==> config.mk <==
export PLATFORM = sky130hd
export DESIGN_NAME = fac_corner
export DESIGN_NICKNAME = d
export VERILOG_FILES = /design/src/rtl/frustum_aabb_cull_top_macros.svh /design/src/rtl/fac_pkg.sv /design/src/rtl/fac_corner.sv
export SDC_FILE = /design/constraint.sdc
export NUM_CORES = 1
export LEC_CHECK = 0
export ABC_AREA = 1
export BUFFER_PORTS_ARGS = -buffer_cell sky130_fd_sc_hd__buf_4
export CORE_ASPECT_RATIO = 1.5
export CORE_UTILIZATION = 60
export CTS_CLUSTER_DIAMETER = 150
export CTS_CLUSTER_SIZE = 8
export DETAILED_ROUTE_END_ITERATION = 16
export PLACE_DENSITY = 0.95
export SLEW_MARGIN = 30
export SYNTH_ARGS = -nofsm -noshare
export SYNTH_HDL_FRONTEND = slang
export SYNTH_SLANG_ARGS = --single-unit
export TNS_END_PERCENT = 5
==> constraint.sdc <==
create_clock -name clk -period 27.1 [get_ports clk]
set_clock_uncertainty 0.2 [all_clocks]
set_input_delay 4.065 -clock clk [delete_from_list [all_inputs] [get_ports clk]]
set_output_delay 4.065 -clock clk [all_outputs]
set_load 0.005 [all_outputs]
==> src/rtl/frustum_aabb_cull_top_macros.svh <==
// Assertion macros shared by the frustum cull RTL.
// Each use expects clk and rst_n in the enclosing scope.
`ifndef FRUSTUM_AABB_CULL_TOP_MACROS_SVH
`define FRUSTUM_AABB_CULL_TOP_MACROS_SVH
`ifndef SYNTHESIS
`define FAC_ASSERT_IMP(lbl, ante, cons, msg) \
    lbl: assert property (@(posedge clk) disable iff (!rst_n) (ante) |-> (cons)) \
        else $error(msg);
`define FAC_ASSERT_NXT(lbl, ante, cons, msg) \
    lbl: assert property (@(posedge clk) disable iff (!rst_n) (ante) |=> (cons)) \
        else $error(msg);
`else
`define FAC_ASSERT_IMP(lbl, ante, cons, msg)
`define FAC_ASSERT_NXT(lbl, ante, cons, msg)
`endif
`endif

==> src/rtl/fac_pkg.sv <==
package fac_pkg;

    localparam int NUM_AXES        = 3;
    localparam int NUM_PLANES      = 6;
    localparam int NUM_ROWS        = 4;
    localparam int REG_WIDTH       = 64;
    localparam int CFG_INDEX_WIDTH = 2;
    localparam int FRAC_ALIGN      = 8;
    localparam int NUM_IN_FIELDS   = 9;
    localparam int OUT_TDATA_WIDTH = 8;

    typedef enum logic [CFG_INDEX_WIDTH-1:0] {
        REG_MATRIX_COL0 = 2'd0,
        REG_MATRIX_COL1 = 2'd1,
        REG_MATRIX_COL2 = 2'd2,
        REG_MATRIX_COL3 = 2'd3
    } reg_index_t;

    localparam logic [REG_WIDTH-1:0] RESET_COL0 = 64'd4096;
    localparam logic [REG_WIDTH-1:0] RESET_COL1 = 64'd268435456;
    localparam logic [REG_WIDTH-1:0] RESET_COL2 = 64'd17592186044416;
    localparam logic [REG_WIDTH-1:0] RESET_COL3 = 64'd1152921504606846976;

endpackage

==> src/rtl/fac_corner.sv <==
module fac_corner #(
    parameter int COORD_WIDTH = 24
) (
    input  logic                          clk,
    input  logic                          rst_n,
    input  logic                          in_valid,
    output logic                          in_ready,
    input  logic signed [COORD_WIDTH-1:0] box_min [fac_pkg::NUM_AXES],
    input  logic signed [COORD_WIDTH-1:0] box_max [fac_pkg::NUM_AXES],
    input  logic signed [COORD_WIDTH-1:0] pos [fac_pkg::NUM_AXES],
    output logic                          out_valid,
    input  logic                          out_ready,
    output logic signed [COORD_WIDTH:0]   corner_min [fac_pkg::NUM_AXES],
    output logic signed [COORD_WIDTH:0]   corner_max [fac_pkg::NUM_AXES]
);

    logic                        valid_reg;
    logic signed [COORD_WIDTH:0] corner_min_reg [fac_pkg::NUM_AXES];
    logic signed [COORD_WIDTH:0] corner_max_reg [fac_pkg::NUM_AXES];

    assign in_ready = !valid_reg || out_ready;

    always_ff @(posedge clk or negedge rst_n)
    begin
        if (!rst_n)
        begin
            valid_reg <= 1'b0;
        end
        else if (in_ready)
        begin
            valid_reg <= in_valid;
        end
    end

    // offset both corners by the world position
    always_ff @(posedge clk)
    begin
        if (in_ready && in_valid)
        begin
            for (int a = 0; a < fac_pkg::NUM_AXES; a++)
            begin
                corner_min_reg[a] <= (COORD_WIDTH+1)'(box_min[a]) + (COORD_WIDTH+1)'(pos[a]);
                corner_max_reg[a] <= (COORD_WIDTH+1)'(box_max[a]) + (COORD_WIDTH+1)'(pos[a]);
            end
        end
    end

    assign out_valid  = valid_reg;
    assign corner_min = corner_min_reg;
    assign corner_max = corner_max_reg;

endmodule

==> impl_metrics.py <==
metrics = {
    "timing": {
        "rsz0062_at_grt": "false",
        "min_period_ns": 8.77,
        "hold_viol_final": 0,
        "timing.fmax_mhz": 114,
        "drv_slew": 0,
        "period_share": 0.324,
        "setup_tns_ns": 0,
        "max-slew-margin-rel": 0.484,
        "setup_viol": 0,
        "worstMarginPinSlew_ns": 0.775,
    },
    "finish": {
        "final_common_cell": "nand2_1",
        "nNetsFinal": 3163,
        "drive_gt1_frac": 0.165,
        "layout.cells.most_common_list": "nand2_1, inv_1, buf_4",
        "fin_area_um2": 19200,
        "area_growth_pct": 25.3,
    },
    "cts": {
        "clk_pin_slew_ns": 0.07,
        "cts_resized": 0,
        "clockBufferDepth": 2,
        "worstSkewPairLatency_ns": 0.46,
        "cts_max_level": 4,
        "cts_hold_buf": 0,
        "cts_sinks": 151,
        "clockRootBuffer": "clkbuf_16",
        "cts_tree": "done",
        "postCtsSetupRepairBufs": 0,
        "cts_made_buffers": 17,
    },
    "critical_path": {
        "cp-startpoint": "out_ready",
        "path_cells": "buf_4, inv_1, nand2_1, buf_4",
        "r2r_start": "out_valid",
        "crit_type": "input pin to output port",
        "cpMostUsedCell": "buf_4",
        "worstPathArrival_ns": 4.51,
        "critPathSlowestCell": "buf_4",
        "max_stage_delay_ns": 0.15,
        "path_buf_inv": 3,
        "start_kind": "input pin",
        "rr_endpoint": "corner_max[73]",
        "required_ns": 22.84,
        "critPathCapture": "in_ready",
        "crit_fanout": 2,
        "reg2regPathDepth": 3,
        "crit_family": "buffers and inverters",
        "r2r_setup_slack_ns": 24.56,
        "path_depth": 4,
        "cp-end-kind": "output port",
    },
    "place": {
        "dp_hpwl_um": 45000,
        "gp_congestion": 1.06,
        "postPlaceCellArea_um2": 18500,
        "io_buffers": 371,
    },
    "power_and_ir_drop": {
        "powerDensity_nw_per_um2": 47.1,
        "vdd_drop_max_mv": 0.0464,
        "power_leakage_nw": 11.0,
    },
    "synth": {
        "synth_area_per_cell_um2": 6.38,
        "synth_compound_area_frac": 0.0258,
        "synth_top_area_share": 0.294,
        "ys_ff_latch": 151,
        "synthCells": 2400,
        "synth_seq_area_share": 0.296,
        "synth_top_family_by_area": "simple AND/OR/NAND/NOR gates",
        "synthAdderAreaFrac": 0.126,
        "ys_warn_count": 0,
        "syn_nets": 2770,
        "syn_area_um2": 15300,
        "synth_mux_area_frac": 0,
        "yosys.area_share.simple": 0.384,
        "synth.area.top_cells": "edfxtp_1, nand2_1, inv_1",
        "ys_types": 17,
        "synth_top_area_cell": "edfxtp_1",
        "synth_xor_area_frac": 0.0446,
    },
    "global_route": {
        "grt_pass1_wl_um": 82400,
        "antenna_found_initial": 0,
        "overflow": 0,
        "grt_max_degree": 55,
        "grt_pass1_vias": 16500,
        "grt_usage": 0.414,
    },
    "min_path": {
        "worstHoldPathType": "flip-flop to flip-flop",
    },
    "route": {
        "ant_nets": 0,
        "wl_um": 54500,
        "viasPerCell": 5.47,
        "drt-initial-drc-count": 1631,
        "post_drt_wl_per_cell_um": 17.4,
        "vias": 17100,
        "drt_pass1_iterations": 6,
        "drcViolationCount": 0,
    },
    "die": {
        "start_util": 0.611,
        "num_io_pins": 372,
        "dieArea_um2": 26200,
        "row_count": 71,
        "die_y_um": 198,
        "die_w_um": 132,
        "fp.coreArea_um2": 25100,
    },
    "status": {
        "status": "finished clean",
    },
    "run": {
        "drv_cap": 0,
    },
}
## worst reg2reg max path, cell delays in order (launching register included)
cell and delay (ns):
dfrtp_1 0.43, a21oi_4 0.17, buf_4 0.60, buf_4 0.76
## per-stage QoR
stage / power (mW) / utilization / setup WS (ns) / std cells / hold slack [ns]
final: 0.903 / 0.765 / 18.33 / 3134 / 0.421
after global routing: 0.938 / 0.765 / 18.31 / 3133 / 0.446
after CTS: 0.893 / 0.765 / 18.33 / 3133 / 0.421
after detailed placement: 0.628 / 0.740 / 18.33 / 3102 / 0.401
after global placement: 0.620 / 0.740 / 18.35 / 3102 / 0.374
after floorplan: 0.495 / - / 14.87 / 2400 / 0.328
## cell type report
| cell class | count | area (um^2) |
|---|---|---|
| well taps | 328 | 410 |
| clock inverters | 12 | 201 |
| clock buffers | 19 | 433 |
| inverters | 506 | 1900 |
| multi-input cells | 1743 | 8890 |
| diodes | 1 | 2.50 |
| fillers | 1981 | 5880 |
| repair buffers | 374 | 2810 |
| flip-flops and latches | 151 | 4530 |
## where the power goes
part / total, mW / internal (mW) / switching (mW)
registers: 0.304 / 0.295 / 0.00929
clock network: 0.268 / 0.163 / 0.105
logic: 0.331 / 0.127 / 0.203
total: 0.903 / 0.585 / 0.318
## synth_stat cells (all sizes together)
master	instances
nand2	1052
edfxtp	150
ha	144
fa	6
xor2	78
a21oi	79
nand3	126
nand4	36
nor3	12
or2	6
inv	506
nand3b	12
and2	6
nor2	186
dfrtp	1
## metal layers
layer	global-route usage	vias to the layer above	routed length (um)
li1	-	8167	-
met1	0.441	7629	19000
met2	0.727	1059	26400
met3	0.0878	273	5130
met4	0.292	0	3910
met5	0	-	0
## worst min-delay path by stage
stage                         start        end  depth (start not counted)
after floorplan           out_valid  out_valid                          2
after global routing      out_valid  out_valid                          2
final                     out_valid  out_valid                          2
after detailed placement  out_valid  out_valid                          2
after global placement    out_valid  out_valid                          2
after CTS                 out_valid  out_valid                          2
## cell families after synthesis
kind of cell / after synthesis
flops: 151
xor+xnor: 78
buf+inv: 506
compound gates: 79
simple gates: 1436
fa+ha+maj: 150
Power figures use the tool's default switching activity.
