$ cat src/rtl/frustum_aabb_cull_top_macros.svh
// Assertion macros shared by the frustum cull RTL.
// Each use expects clk and rst_n in the enclosing scope.
`ifndef FRUSTUM_AABB_CULL_TOP_MACROS_SVH
`define FRUSTUM_AABB_CULL_TOP_MACROS_SVH
`ifndef SYNTHESIS
`define FAC_ASSERT_IMP(lbl, ante, cons, msg) \
    lbl: assert property (@(posedge clk) disable iff (!rst_n) (ante) |-> (cons)) \
        else $error(msg);
`define FAC_ASSERT_NXT(lbl, ante, cons, msg) \
    lbl: assert property (@(posedge clk) disable iff (!rst_n) (ante) |=> (cons)) \
        else $error(msg);
`else
`define FAC_ASSERT_IMP(lbl, ante, cons, msg)
`define FAC_ASSERT_NXT(lbl, ante, cons, msg)
`endif
`endif

$ cat src/rtl/fac_pkg.sv
package fac_pkg;

    localparam int NUM_AXES        = 3;
    localparam int NUM_PLANES      = 6;
    localparam int NUM_ROWS        = 4;
    localparam int REG_WIDTH       = 64;
    localparam int CFG_INDEX_WIDTH = 2;
    localparam int FRAC_ALIGN      = 8;
    localparam int NUM_IN_FIELDS   = 9;
    localparam int OUT_TDATA_WIDTH = 8;

    typedef enum logic [CFG_INDEX_WIDTH-1:0] {
        REG_MATRIX_COL0 = 2'd0,
        REG_MATRIX_COL1 = 2'd1,
        REG_MATRIX_COL2 = 2'd2,
        REG_MATRIX_COL3 = 2'd3
    } reg_index_t;

    localparam logic [REG_WIDTH-1:0] RESET_COL0 = 64'd4096;
    localparam logic [REG_WIDTH-1:0] RESET_COL1 = 64'd268435456;
    localparam logic [REG_WIDTH-1:0] RESET_COL2 = 64'd17592186044416;
    localparam logic [REG_WIDTH-1:0] RESET_COL3 = 64'd1152921504606846976;

endpackage

$ cat src/rtl/fac_reduce.sv
`include "frustum_aabb_cull_top_macros.svh"

module fac_reduce #(
    parameter int COORD_WIDTH = 24,
    parameter int COEF_WIDTH  = 16
) (
    input  logic                                         clk,
    input  logic                                         rst_n,
    input  logic                                         in_valid,
    output logic                                         in_ready,
    input  logic signed [COORD_WIDTH+COEF_WIDTH+1:0]     prod [fac_pkg::NUM_PLANES]
                                                              [fac_pkg::NUM_AXES],
    input  logic signed [COEF_WIDTH+fac_pkg::FRAC_ALIGN:0] offset [fac_pkg::NUM_PLANES],
    output logic                                         out_valid,
    input  logic                                         out_ready,
    output logic                                         visible
);

    localparam int PW = COORD_WIDTH + COEF_WIDTH + 2;
    localparam int AW = PW + 1;
    localparam int SW = PW + 2;

    logic                           part_valid_reg;
    logic signed [AW-1:0]           part_a_reg [fac_pkg::NUM_PLANES];
    logic signed [AW-1:0]           part_b_reg [fac_pkg::NUM_PLANES];
    logic                           out_valid_reg;
    logic                           visible_reg;
    logic                           slot_ready;
    logic signed [SW-1:0]           plane_dist [fac_pkg::NUM_PLANES];
    logic [fac_pkg::NUM_PLANES-1:0] behind;

    assign slot_ready = !out_valid_reg || out_ready;
    assign in_ready   = !part_valid_reg || slot_ready;

    always_ff @(posedge clk or negedge rst_n)
    begin
        if (!rst_n)
        begin
            part_valid_reg <= 1'b0;
            out_valid_reg  <= 1'b0;
        end
        else
        begin
            if (in_ready)
            begin
                part_valid_reg <= in_valid;
            end
            if (slot_ready)
            begin
                out_valid_reg <= part_valid_reg;
            end
        end
    end

    always_ff @(posedge clk)
    begin
        if (in_ready && in_valid)
        begin
            for (int p = 0; p < fac_pkg::NUM_PLANES; p++)
            begin
                part_a_reg[p] <= AW'(prod[p][0]) + AW'(prod[p][1]);
                part_b_reg[p] <= AW'(prod[p][2]) + AW'(offset[p]);
            end
        end
    end

    always_comb
    begin
        for (int p = 0; p < fac_pkg::NUM_PLANES; p++)
        begin
            plane_dist[p] = SW'(part_a_reg[p]) + SW'(part_b_reg[p]);
            behind[p]     = plane_dist[p][SW-1];
        end
    end

    // drop the box if any plane has its far corner behind it
    always_ff @(posedge clk)
    begin
        if (slot_ready && part_valid_reg)
        begin
            visible_reg <= ~|behind;
        end
    end

    assign out_valid = out_valid_reg;
    assign visible   = visible_reg;

    `FAC_ASSERT_NXT(a_drain, part_valid_reg && !out_valid_reg, out_valid_reg, "part result lost")

endmodule

$ cat config.mk
export PLATFORM = sky130hd
export DESIGN_NAME = fac_reduce
export DESIGN_NICKNAME = d
export VERILOG_FILES = /design/src/rtl/fac_pkg.sv /design/src/rtl/fac_reduce.sv
export VERILOG_INCLUDE_DIRS = /design/src /design/src/rtl
export SDC_FILE = /design/constraint.sdc
export NUM_CORES = 2
export LEC_CHECK = 0
export BUFFER_PORTS_ARGS = -buffer_cell sky130_fd_sc_hd__buf_2
export CORE_AREA = 2 2 355 357
export CTS_CLUSTER_DIAMETER = 30
export CTS_CLUSTER_SIZE = 8
export DETAILED_ROUTE_END_ITERATION = 6
export DIE_AREA = 0 0 357 359
export HOLD_SLACK_MARGIN = 0.1
export PLACE_DENSITY = 0.65
export RECOVER_POWER = 100
export SYNTH_ARGS = -nofsm -noshare
export SYNTH_HDL_FRONTEND = slang
export SYNTH_SLANG_ARGS = --single-unit
$ cat constraint.sdc
create_clock -name clk -period 15.8 [get_ports clk]
set_clock_uncertainty 0.05 [all_clocks]
set_input_delay 3.16 -clock clk [delete_from_list [all_inputs] [get_ports clk]]
set_output_delay 3.16 -clock clk [all_outputs]
set_load 0.03 [all_outputs]
==> metrics.txt <==
DRT Pass-1 Iters 6; I/O pin cnt 913; cell leakage power 25.7 nW; wirelength, routed 153 mm; GPL Wtd Cong between 0.9 and 1; DP Area about 53000 sq um; nets roughly 7500; Syn Nets roughly 6500; Filler Cells Inserted between 10000 and 15000; asr flop ratio synth 0.00385; die area between 100000 and 150000 sq um; DRC violation total after the first TritonRoute iteration between 2000 and 3000; Starting Density 0.373; worst-case clock buffer depth 3; crit path max fanout 79; Residual DRC 0; largest net degree at the start of global routing 84; Final Hold Viols 0; CORE AREA about 120000 sq um; CTS resizes 0; die height 359 microns; # setup viols final 0; Worst Tran Pin Value 4.02 ns; non-filler instance count after layout 7569; Required @ worst endpoint 15.99 ns; Hold Buf Count CTS 0; RSZ-0062 raised after global routing false; #FFs+latches synth slightly above 500; H-tree depth 4; Overall Global Routing Usage 0.230; worst-skew pair later-pin latency 0.75 ns; Synth Flop Type edfxtp_1; post-synthesis sequential area ratio 0.335; CP endpoint kind flip-flop; number of global-route vias before repair 40600; CP Class input pin to flip-flop; total CTS buffers 135; Synth cell types 74; failing checks max-capacitance violations, max-slew violations; EDFF count, synth 517; CTS tree built; CTS clk-pin slew, worst paths about 0.040 ns; Tcrit/Tclk final 0.666; max frequency 95.0 MHz; synthesis warning total 0; Die Wd 357 microns; arrival time worst endpoint 10.72 ns; dpl cells roughly 7300; Post-Syn Instances 4791; root buf cell clkbuf_16; dpl hpwl 126 mm; FP Rows between 100 and 150; max_cap viols 6; syn avg cell area 9.69 sq um; Final min period 10.53 ns; maximum vdd drop between 0.1 and 0.15 mV; Post-CTS Setup Inserts 0; Pwr Density 111 nW/um^2; global-route wire length before repair 228 mm; CTS sink count 519; via count 41900; antenna violations before repair 56; final instance area 57500 sq um; startpoint types input pin; remaining global-route overflow 0; via/cell ratio 5.54; status finished, violations left; share of cells above drive strength 1 0.193; area delta synth->final 23.8%; Max-slew headroom -1.68; Final Hold Slack 0.432 ns; Wirelength per Cell roughly 20 microns; PortBufs approximately 910; Hold Path Class flip-flop to flip-flop; post-route ant nets 0; post-synthesis cell area 46400 sq um; Final Slew Violations 328; sum of negative setup slack 0 ns
cells in the mapped netlist, drive strengths merged, types with 16 or more instances:
library cell / instances / area share
ha: 756 / 0.20
a21oi: 573 / 0.062
edfxtp: 517 / 0.33
nand2: 341 / 0.028
o21ai: 310 / 0.033
xnor2: 305 / 0.058
a21o: 297 / 0.048
nor2: 246 / 0.020
xor2: 154 / 0.029
inv: 139 / 0.011
nand4: 107 / 0.014
o21bai: 88 / 0.014
nor2b: 80 / 0.011
nand3: 74 / 0.0080
nor3: 69 / 0.0074
clkbuf: 68 / 0.0055
a211oi: 60 / 0.0097
a31oi: 55 / 0.0074
o21a: 50 / 0.0081
nand2b: 49 / 0.0066
and3: 45 / 0.0061
o211ai: 40 / 0.0065
o31ai: 29 / 0.0047
a41oi: 25 / 0.0047
a2111oi: 23 / 0.0043
or3: 23 / 0.0031
or2: 20 / 0.0027
o2111ai: 18 / 0.0034
o221ai: 17 / 0.0032
nand3b: 16 / 0.0026
metal layers:
metal	vias to the layer above	GRT usage	routed length (microns)
met1	19600	0.297	66400
met3	340	0.0444	10000
li1	20500	-	-
met2	1435	0.367	69000
met4	24	0.113	7090
met5	-	0	141
worst paths after layout:
path                       depth (start not counted)                        from  slack [ns]                          end
setup reg to reg                                   4       out_valid$_DFFE_PN0P_        7.38  part_b_reg[4][26]$_DFFE_PP_
min in group asynchronous                          1                       rst_n        2.14        out_valid$_DFFE_PN0P_
hold / removal                                     1  part_valid_reg$_DFFE_PN0N_        0.43        out_valid$_DFFE_PN0P_
max in group asynchronous                          1                       rst_n       13.43   part_valid_reg$_DFFE_PN0N_
setup / recovery                                   5                   out_ready        5.27  part_b_reg[4][26]$_DFFE_PP_
hold reg to reg                                    1  part_valid_reg$_DFFE_PN0N_        0.43        out_valid$_DFFE_PN0P_
report_power, final:
part           internal, mW  leakage [nW]  total (mW)  switching, mW
registers              1.79          4.98        1.86         0.0700
clock network          1.89          2.24        2.79          0.908
logic                 0.717          18.5        1.70          0.986
layout by cell type, fill, tap and decap left out, drive strengths merged, types with 16 or more instances in the layout:
| cell type | instances |
|---|---|
| nor3 | 69 |
| and3 | 45 |
| xor2 | 154 |
| edfxtp | 517 |
| nand2 | 341 |
| or3 | 23 |
| nor2 | 246 |
| a21o | 297 |
| o21a | 50 |
| o21bai | 88 |
| xnor2 | 305 |
| nor2b | 80 |
| or2 | 20 |
| o211ai | 40 |
| bufinv | 19 |
| o21ai | 310 |
| o2111ai | 18 |
| nand3 | 74 |
| a21oi | 573 |
| buf | 892 |
| nand4 | 107 |
| a2111oi | 23 |
| a31oi | 55 |
| clkinv | 53 |
| o31ai | 29 |
| a41oi | 25 |
| inv | 149 |
| nand2b | 49 |
| nand3b | 16 |
| ha | 756 |
| clkbuf | 182 |
| diode | 32 |
| o221ai | 17 |
| a211oi | 60 |
cells by family after synthesis:
| group | Yosys count | share of synthesized area |
|---|---|---|
| adders and majority gates | 768 | 0.209 |
| muxes | 3 | 0.000700 |
| buffers and inverters | 209 | 0.0169 |
| and+or+nand+nor | 1131 | 0.119 |
| DFF | 519 | 0.335 |
| AOI/OAI and AO/OA | 1702 | 0.233 |
| xor gates and xnor gates | 459 | 0.0866 |
worst max-delay path, stage by stage:
cell	delay, ns
buf_2	0.08
nand3b_1	0.13
and2_0	2.13
clkbuf_1	2.08
clkbuf_1	2.93
area by class of cell:
type / count / area [sq um] / area share
Timing Repair Buffer: 923 / 4600 / 0.0800
Clock inverter: 91 / 1180 / 0.0206
Multi-Input combinational cell: 4063 / 30000 / 0.522
Antenna cell: 32 / 80.1 / 0.00139
Sequential cell: 519 / 15600 / 0.271
Clock buffer: 152 / 3440 / 0.0598
Inverter: 139 / 522 / 0.00907
Tap cell: 1650 / 2060 / 0.0359
per-stage QoR:
stage	utilization	power, mW	setup WS, ns
6_report	0.462	6.36	5.27
5_1_grt	0.461	6.70	4.50
4_1_cts	0.462	6.41	8.93
3_5_place_dp	0.425	3.56	8.53
3_3_place_gp	0.424	3.54	8.45
2_1_floorplan	-	3.03	5.43
Note: power is estimated with default switching activity, not from simulation.
