--- src/rtl/frustum_aabb_cull_top_macros.svh ---
// Assertion macros shared by the frustum cull RTL.
// Each use expects clk and rst_n in the enclosing scope.
`ifndef FRUSTUM_AABB_CULL_TOP_MACROS_SVH
`define FRUSTUM_AABB_CULL_TOP_MACROS_SVH
`ifndef SYNTHESIS
`define FAC_ASSERT_IMP(lbl, ante, cons, msg) \
    lbl: assert property (@(posedge clk) disable iff (!rst_n) (ante) |-> (cons)) \
        else $error(msg);
`define FAC_ASSERT_NXT(lbl, ante, cons, msg) \
    lbl: assert property (@(posedge clk) disable iff (!rst_n) (ante) |=> (cons)) \
        else $error(msg);
`else
`define FAC_ASSERT_IMP(lbl, ante, cons, msg)
`define FAC_ASSERT_NXT(lbl, ante, cons, msg)
`endif
`endif

--- src/rtl/fac_pkg.sv ---
package fac_pkg;

    localparam int NUM_AXES        = 3;
    localparam int NUM_PLANES      = 6;
    localparam int NUM_ROWS        = 4;
    localparam int REG_WIDTH       = 64;
    localparam int CFG_INDEX_WIDTH = 2;
    localparam int FRAC_ALIGN      = 8;
    localparam int NUM_IN_FIELDS   = 9;
    localparam int OUT_TDATA_WIDTH = 8;

    typedef enum logic [CFG_INDEX_WIDTH-1:0] {
        REG_MATRIX_COL0 = 2'd0,
        REG_MATRIX_COL1 = 2'd1,
        REG_MATRIX_COL2 = 2'd2,
        REG_MATRIX_COL3 = 2'd3
    } reg_index_t;

    localparam logic [REG_WIDTH-1:0] RESET_COL0 = 64'd4096;
    localparam logic [REG_WIDTH-1:0] RESET_COL1 = 64'd268435456;
    localparam logic [REG_WIDTH-1:0] RESET_COL2 = 64'd17592186044416;
    localparam logic [REG_WIDTH-1:0] RESET_COL3 = 64'd1152921504606846976;

endpackage

--- src/rtl/fac_planes.sv ---
`include "frustum_aabb_cull_top_macros.svh"

module fac_planes #(
    parameter int COEF_WIDTH = 16
) (
    input  logic                                         clk,
    input  logic                                         rst_n,
    input  logic                                         cfg_we,
    input  logic [fac_pkg::CFG_INDEX_WIDTH-1:0]          cfg_index,
    input  logic [fac_pkg::REG_WIDTH-1:0]                cfg_data,
    output logic signed [COEF_WIDTH:0]                   normal [fac_pkg::NUM_PLANES]
                                                                [fac_pkg::NUM_AXES],
    output logic signed [COEF_WIDTH+fac_pkg::FRAC_ALIGN:0] offset [fac_pkg::NUM_PLANES]
);

    localparam int LANES_W = fac_pkg::NUM_ROWS * COEF_WIDTH;
    localparam int OFS_W   = COEF_WIDTH + fac_pkg::FRAC_ALIGN + 1;

    logic [fac_pkg::REG_WIDTH-1:0]  col_reg [fac_pkg::NUM_ROWS];
    logic [LANES_W-1:0]             lanes [fac_pkg::NUM_ROWS];
    logic signed [COEF_WIDTH-1:0]   entry [fac_pkg::NUM_ROWS][fac_pkg::NUM_ROWS];
    logic signed [COEF_WIDTH:0]     normal_next [fac_pkg::NUM_PLANES][fac_pkg::NUM_AXES];
    logic signed [COEF_WIDTH:0]     normal_reg [fac_pkg::NUM_PLANES][fac_pkg::NUM_AXES];
    logic signed [OFS_W-1:0]        offset_next [fac_pkg::NUM_PLANES];
    logic signed [OFS_W-1:0]        offset_reg [fac_pkg::NUM_PLANES];
    logic signed [COEF_WIDTH+1:0]   pair_sum;
    logic signed [COEF_WIDTH+1:0]   twice_row3;

    always_ff @(posedge clk or negedge rst_n)
    begin
        if (!rst_n)
        begin
            col_reg[0] <= fac_pkg::RESET_COL0;
            col_reg[1] <= fac_pkg::RESET_COL1;
            col_reg[2] <= fac_pkg::RESET_COL2;
            col_reg[3] <= fac_pkg::RESET_COL3;
        end
        else if (cfg_we)
        begin
            unique case (fac_pkg::reg_index_t'(cfg_index))
                fac_pkg::REG_MATRIX_COL0: col_reg[0] <= cfg_data;
                fac_pkg::REG_MATRIX_COL1: col_reg[1] <= cfg_data;
                fac_pkg::REG_MATRIX_COL2: col_reg[2] <= cfg_data;
                fac_pkg::REG_MATRIX_COL3: col_reg[3] <= cfg_data;
                default: ;
            endcase
        end
    end

    // rows past the top of a column read as zero
    always_comb
    begin
        for (int c = 0; c < fac_pkg::NUM_ROWS; c++)
        begin
            lanes[c] = LANES_W'(col_reg[c]);
            for (int r = 0; r < fac_pkg::NUM_ROWS; r++)
            begin
                entry[r][c] = lanes[c][r*COEF_WIDTH +: COEF_WIDTH];
            end
        end
    end

    // plane 2k is row 3 plus row k, plane 2k+1 is row 3 minus row k
    always_comb
    begin
        for (int k = 0; k < fac_pkg::NUM_AXES; k++)
        begin
            for (int a = 0; a < fac_pkg::NUM_AXES; a++)
            begin
                normal_next[2*k][a]   = (COEF_WIDTH+1)'(entry[3][a])
                                      + (COEF_WIDTH+1)'(entry[k][a]);
                normal_next[2*k+1][a] = (COEF_WIDTH+1)'(entry[3][a])
                                      - (COEF_WIDTH+1)'(entry[k][a]);
            end
            offset_next[2*k]   = OFS_W'((COEF_WIDTH+1)'(entry[3][3])
                                 + (COEF_WIDTH+1)'(entry[k][3])) <<< fac_pkg::FRAC_ALIGN;
            offset_next[2*k+1] = OFS_W'((COEF_WIDTH+1)'(entry[3][3])
                                 - (COEF_WIDTH+1)'(entry[k][3])) <<< fac_pkg::FRAC_ALIGN;
        end
    end

    always_ff @(posedge clk)
    begin
        normal_reg <= normal_next;
        offset_reg <= offset_next;
    end

    assign normal = normal_reg;
    assign offset = offset_reg;

    assign pair_sum   = (COEF_WIDTH+2)'(normal_reg[0][0]) + (COEF_WIDTH+2)'(normal_reg[1][0]);
    assign twice_row3 = {entry[3][0][COEF_WIDTH-1], entry[3][0], 1'b0};

    `FAC_ASSERT_IMP(a_plane_pair_sum, 1'b1, pair_sum == $past(twice_row3), "x plane pair mismatch")

endmodule

--- config.mk ---
export PLATFORM = sky130hd
export DESIGN_NAME = fac_planes
export DESIGN_NICKNAME = d
export VERILOG_FILES = /design/src/rtl/fac_pkg.sv /design/src/rtl/fac_planes.sv
export VERILOG_INCLUDE_DIRS = /design/src /design/src/rtl
export SDC_FILE = /design/constraint.sdc
export NUM_CORES = 1
export LEC_CHECK = 0
export BUFFER_PORTS_ARGS = -buffer_cell sky130_fd_sc_hd__buf_2
export CORE_UTILIZATION = 45
export CTS_BUF_LIST = sky130_fd_sc_hd__clkbuf_16
export CTS_CLUSTER_SIZE = 30
export DETAILED_ROUTE_END_ITERATION = 7
export GPL_ROUTABILITY_DRIVEN = 0
export PLACE_DENSITY_LB_ADDON = 0.12
export SYNTH_ARGS = -nofsm -noshare
export SYNTH_HDL_FRONTEND = slang
export SYNTH_SLANG_ARGS = --single-unit
--- constraint.sdc ---
create_clock -name clk -period 6.45 [get_ports clk]
set_input_delay 0.3225 -clock clk [delete_from_list [all_inputs] [get_ports clk]]
set_output_delay 0.3225 -clock clk [all_outputs]
set_load 0.02 [all_outputs]
==> qor.yml, run 1 <==
portBuffers: 476
antenna_found_initial: 35
floorplan.initialDensity: 0.455
cts_tree: "done"
skew_ns: 0.0226
drtIter0Drc: 2539
synth_area_sq_mm: 0.0374
drtPass1Iterations: 5
via_count: 30300
postCtsResizedCells: 0
hold_viol_final: 0
syn_inst: 3953
grt_max_degree: 137
crit_arrival_ns: 3.47
power_density_mw_per_mm2: 512
grt_pass1_wl_um: 180000
n_fill_cell: 7689
yosysSeqAreaShare: 0.384
rsz0062_at_grt: "false"
yosys_warnings: 0
post-route-min-period_ns: 2.98
wl_per_cell_um: 22.4
critPathRequiredTime_ns: 6.94
power.net_switching_mw: 9.61
drv_slew: 0
numCtsBuffers: 75
root_buffer: "clkbuf_16"
worstPathMaxFanout: 11
endpoint_kind: "register"
pwr-share-comb: 0.495
power.leakage_nw: 19.7
avgViaCountPerCell: 5.54
clkTransAtPathRegs_ns: 0.06
power_mw: 21.9
seq_power_share: 0.306
cp-start-kind: "register"
ant_nets: 0
die_x_um: 290
dieArea_sq_mm: 0.0842
areaGrowthSynthToFinish_pct: 14.4
slew_headroom: 0.268
synth_cell_types: 99
crit_type: "register to register"
p_clk_frac: 0.199
core-area_sq_mm: 0.0821
clk_latency_ns: 0.63
layout-drive-gt1-share: 0.196
worst_ir_drop_vdd_uv: 320
avgSynthCellArea_sq_um: 9.45
regArea_sq_mm: 0.0143
swShare: 0.439
async_flop_share: 0.393
period_share: 0.462
fp.dieH_um: 290
dp_hpwl_um: 92400
status: "finished clean"
grt.total_usage: 0.284
synthFlopType: "dfxtp_1"
worst_pin_slew_ns: 1.10
grt-ovfl-total: 0
clk_path_buf_depth: 3
rows: 105
largest_register_ffs: 297
drv_cap: 0
p_int_mw: 12.3
htreeDepth: 3
synth-seq-cells: 652
tns_ns: 0
synth_edf_count: 0
multi_input_area_sq_mm: 0.0206
min_path_type: "input port to register"
ff2ff_setup_slack_ns: 3.47
drc: 0
routed_wl_um: 123000
grt_pass1_vias: 28400
max_freq_mhz: 335
final_core_util: 0.521
clock-sinks: 652
setup-violations-final: 0
io_pins: 525
fin_nets: 4809
worst paths after layout:
path,cells after the start,from,endpoint
min reg2reg,2,col_reg[204],col_reg[204]
max reg2reg,8,col_reg[49],offset[122]
max in group asynchronous,3,rst_n,col_reg[110]
max,8,col_reg[49],offset[122]
min,3,cfg_data[34],col_reg[226]
min in group asynchronous,2,rst_n,col_reg[141]
cells in the final DEF (no fill, tap or decap), drive strengths merged, types with 24 or more instances in the layout:
master / count
nand3: 58
buf: 483
nor2b: 66
nand2b: 66
dfxtp: 396
dfrtp: 252
ha: 384
o21a: 29
a21oi: 262
o211ai: 30
nand2: 172
clkinv: 34
conb: 48
a211oi: 30
o21ai: 188
xnor2: 257
o31ai: 43
a31oi: 38
nor4: 26
inv: 397
mux2: 211
a21o: 49
o21bai: 38
fa: 24
clkbuf: 85
nor2: 284
nor3: 83
routing by layer:
metal | GRT usage | part of all wire | wire length (um)
met1 | 0.398 | 0.45 | 54700
met5 | 0 | 0.00060 | 74
met3 | 0.0373 | 0.068 | 8290
met2 | 0.435 | 0.44 | 54300
met4 | 0.128 | 0.042 | 5190
per-stage QoR:
step           setup slack [ns]  instances  hold WS, ns  instance area, sq um
6_report                   3.47       5469        0.110                 42700
5_1_grt                    3.29       5461       0.0890                 42700
4_1_cts                    3.48       5461       0.0832                 42700
3_5_place_dp               3.51       5324        0.271                 40200
3_3_place_gp               3.57       5324        0.272                 40200
2_1_floorplan              4.05       4000       0.0269                 37500
kinds of logic after synthesis:
logic type      synth area share
compound gates             0.160
xor+xnor                  0.0649
fa+ha+maj                  0.141
buf+inv                   0.0697
flops                      0.384
mux                       0.0649
other cells             0.000100
simple gates               0.115
critical path, cell delays in order, from the launching register on:
cell and delay, ns:
dfrtp_1 0.61, inv_1 0.21, fa_1 0.48, nor2b_1 0.17
nor3_1 0.07, o21ai_0 0.61, a41oi_1 0.31, a31o_2 0.28
xnor2_1 0.12
power groups by stage:
stage / clock [mW] / sequential, mW / combinational (mW)
3_5_place_dp: 0 / 6.78 / 10.7
4_1_cts: 4.46 / 6.72 / 10.8
5_1_grt: 4.64 / 6.85 / 11.7
3_3_place_gp: 0 / 6.77 / 10.7
2_1_floorplan: 0 / 8.06 / 5.87
6_report: 4.36 / 6.69 / 10.8
final cells by class:
cell class	count	area share
inverters	388	0.0341
well taps	1070	0.0313
clock buffers	85	0.0498
multi-input cells	2731	0.482
repair buffers	484	0.0577
clock inverters	51	0.00937
diodes	8	0.000468
flip-flops and latches	652	0.335
cell usage after synthesis (all sizes together) (13+ instances only):
| library cell | instances | area [sq um] |
|---|---|---|
| a221oi | 17 | 161 |
| a211oi | 30 | 240 |
| o41ai | 14 | 156 |
| ha | 384 | 4800 |
| dfxtp | 396 | 7930 |
| a311oi | 13 | 114 |
| a21oi | 262 | 1320 |
| o211ai | 30 | 225 |
| a211o | 15 | 133 |
| nand4 | 21 | 131 |
| inv | 383 | 1440 |
| nand2b | 66 | 413 |
| o311ai | 18 | 165 |
| nand2 | 172 | 646 |
| nor3 | 83 | 415 |
| a31oi | 38 | 238 |
| buf | 108 | 692 |
| dfrtp | 252 | 6310 |
| nor4 | 26 | 188 |
| o21bai | 38 | 285 |
| fa | 24 | 480 |
| a2111oi | 19 | 180 |
| a21o | 49 | 368 |
| and3 | 15 | 93.8 |
| nor2b | 66 | 415 |
| o21a | 29 | 218 |
| clkbuf | 121 | 455 |
| nor2 | 284 | 1070 |
| o31a | 14 | 123 |
| nand3 | 58 | 290 |
| xor2 | 20 | 175 |
| o31ai | 43 | 328 |
| o21ai | 188 | 941 |
| or3 | 18 | 113 |
| mux2 | 211 | 2380 |
| xnor2 | 257 | 2250 |
| or2 | 15 | 93.8 |
repair_timing:
item	4_1_cts	5_1_grt
hold buffers	1	0
setup buffers	0	0
hold endpoints to repair	51	0
Note: power is estimated with default switching activity, not from simulation.
==> run 2, diff against run 1 <==
==> constraint.sdc (replaced) <==
create_clock -name clk -period 3.1 [get_ports clk]
set_input_delay 0.155 -clock clk [delete_from_list [all_inputs] [get_ports clk]]
set_output_delay 0.155 -clock clk [all_outputs]
set_load 0.02 [all_outputs]
==> qor.yml, run 2 (synthesized netlist as in run 1, its figures left out) <==
fp.dieH_um: 290
worstPathMaxFanout: 11
postCtsResizedCells: 0
numCtsBuffers: 74
clk_path_buf_depth: 3
hp-start: "cfg_data[51]"
rsz0062_at_grt: "false"
endpoint_kind: "register"
pwr-share-comb: 0.502
via_count: 30400
routed_wl_um: 124000
seq_power_share: 0.303
period_share: 0.910
status: "finished clean"
final_cell_mix: "buf_2 (475), dfxtp_1 (396), inv_1 (392)"
grt-busiest-layer: "met2"
swShare: 0.442
slew_headroom: 0.325
htreeDepth: 3
drc: 0
power_density_mw_per_mm2: 1050
clkTransAtPathRegs_ns: 0.06
ant_nets: 0
avgViaCountPerCell: 5.47
grt_pass1_vias: 28900
die_x_um: 290
cp-startpoint: "col_reg[49]"
worst_pin_slew_ns: 1.01
post-route-min-period_ns: 2.82
grt-ovfl-total: 0
setup-violations-final: 0
drtPass1Iterations: 5
drtIter0Drc: 2589
dpl_cell_area_sq_mm: 0.0406
path_cells: "inv_1 -> fa_1 -> nand2b_1 -> a21oi_1 -> o21ai_0 -> o21ai_1 -> a2111oi_0 -> a211o_1"
cp-start-kind: "register"
met3_usage: 0.0507
wl_per_cell_um: 22.3
use_met2: 0.447
areaGrowthSynthToFinish_pct: 16.8
dp_hpwl_um: 93400
crit_type: "register to register"
rows: 105
post_cts_buffers: 0
finalInstanceArea_sq_mm: 0.0436
root_buffer: "clkbuf_16"
power.leakage_nw: 20.2
p_clk_frac: 0.196
grt_pass1_wl_um: 183000
cts_tree: "done"
critPathRequiredTime_ns: 3.61
dieArea_sq_mm: 0.0842
grt.total_usage: 0.288
crit_arrival_ns: 3.33
floorplan.initialDensity: 0.455
skew_ns: 0.0297
power.net_switching_mw: 20.2
cpMaxStageDelayCell: "dfrtp_1"
critPathBufInv: 1
grt_max_degree: 112
final_core_util: 0.531
p_int_mw: 25.5
reg2reg_from: "col_reg[49]"
tns_ns: 0
layout-drive-gt1-share: 0.201
worst_ir_drop_vdd_uv: 597
min_path_type: "input port to register"
antenna_found_initial: 36
final_common_cell: "buf_2"
max_freq_mhz: 355
largest_register_ffs: 297
drv_cap: 0
core-area_sq_mm: 0.0821
hold_viol_final: 0
drv_slew: 0
clk_latency_ns: 0.64
portBuffers: 476
hold_buffers: 56
clock-sinks: 652
globalRouteMet1Util: 0.399
io_pins: 525
max_stage_delay_ns: 0.65
cp_top_family: "compound AO/OA/AOI/OAI gates"
fin_nets: 4904
run 2: cell count changes in the layout (fill, tap and decap cells not counted), sizes merged:
| cell | change |
|---|---|
| diode | +4 |
| clkbuf | -1 |
| bufinv | -3 |
| clkinvlp | +1 |
| inv | +8 |
| dlygate4sd3 | +55 |
| buf | +41 |
| clkinv | -5 |
run 2: metal layers:
| metal | vias up | share of wire |
|---|---|---|
| met2 | 1072 | 0.44 |
| met1 | 14700 | 0.45 |
| met4 | 14 | 0.035 |
| met5 | - | 0.00083 |
| li1 | 14500 | - |
| met3 | 184 | 0.069 |
run 2: area by class of cell:
type / count / area [sq um]
Tap cell: 1070 / 1340
Fill cell: 7690 / 38500
Timing Repair Buffer: 580 / 3380
Inverter: 388 / 1460
Multi-Input combinational cell: 2731 / 20600
Clock inverter: 52 / 388
Antenna cell: 12 / 30.0
Sequential cell: 652 / 14300
Clock buffer: 84 / 2100
run 2: per-stage QoR:
step           power (mW)  setup slack [ns]  instances  hold WS (ns)
2_1_floorplan        29.0             0.703       4000        -0.141
3_3_place_gp         36.6             0.331       5365         0.161
3_5_place_dp         36.6             0.281       5365         0.160
4_1_cts              45.8             0.273       5557       0.00282
5_1_grt              48.4            0.0808       5557        0.0267
6_report             45.7             0.279       5569        0.0347
run 2: path summary, 6_finish.rpt:
path                                     end  slack [ns]  depth (start not counted)
worst max-delay path              offset[74]        0.28                          8
worst min-delay path             col_reg[51]        0.03                          2
worst max register to register    offset[74]        0.28                          8
worst min register to register  col_reg[204]        0.54                          2
max in group asynchronous        col_reg[67]        2.11                          3
min in group asynchronous       col_reg[137]        0.10                          2
run 2: power groups by stage:
stage	Clock [mW]	Combinational [mW]	Sequential (mW)
finish	8.94	22.9	13.8
global route	9.50	24.7	14.2
CTS	9.14	22.8	13.9
detailed placement	0	22.6	14.0
global placement	0	22.6	14.0
floorplan	0	12.2	16.8
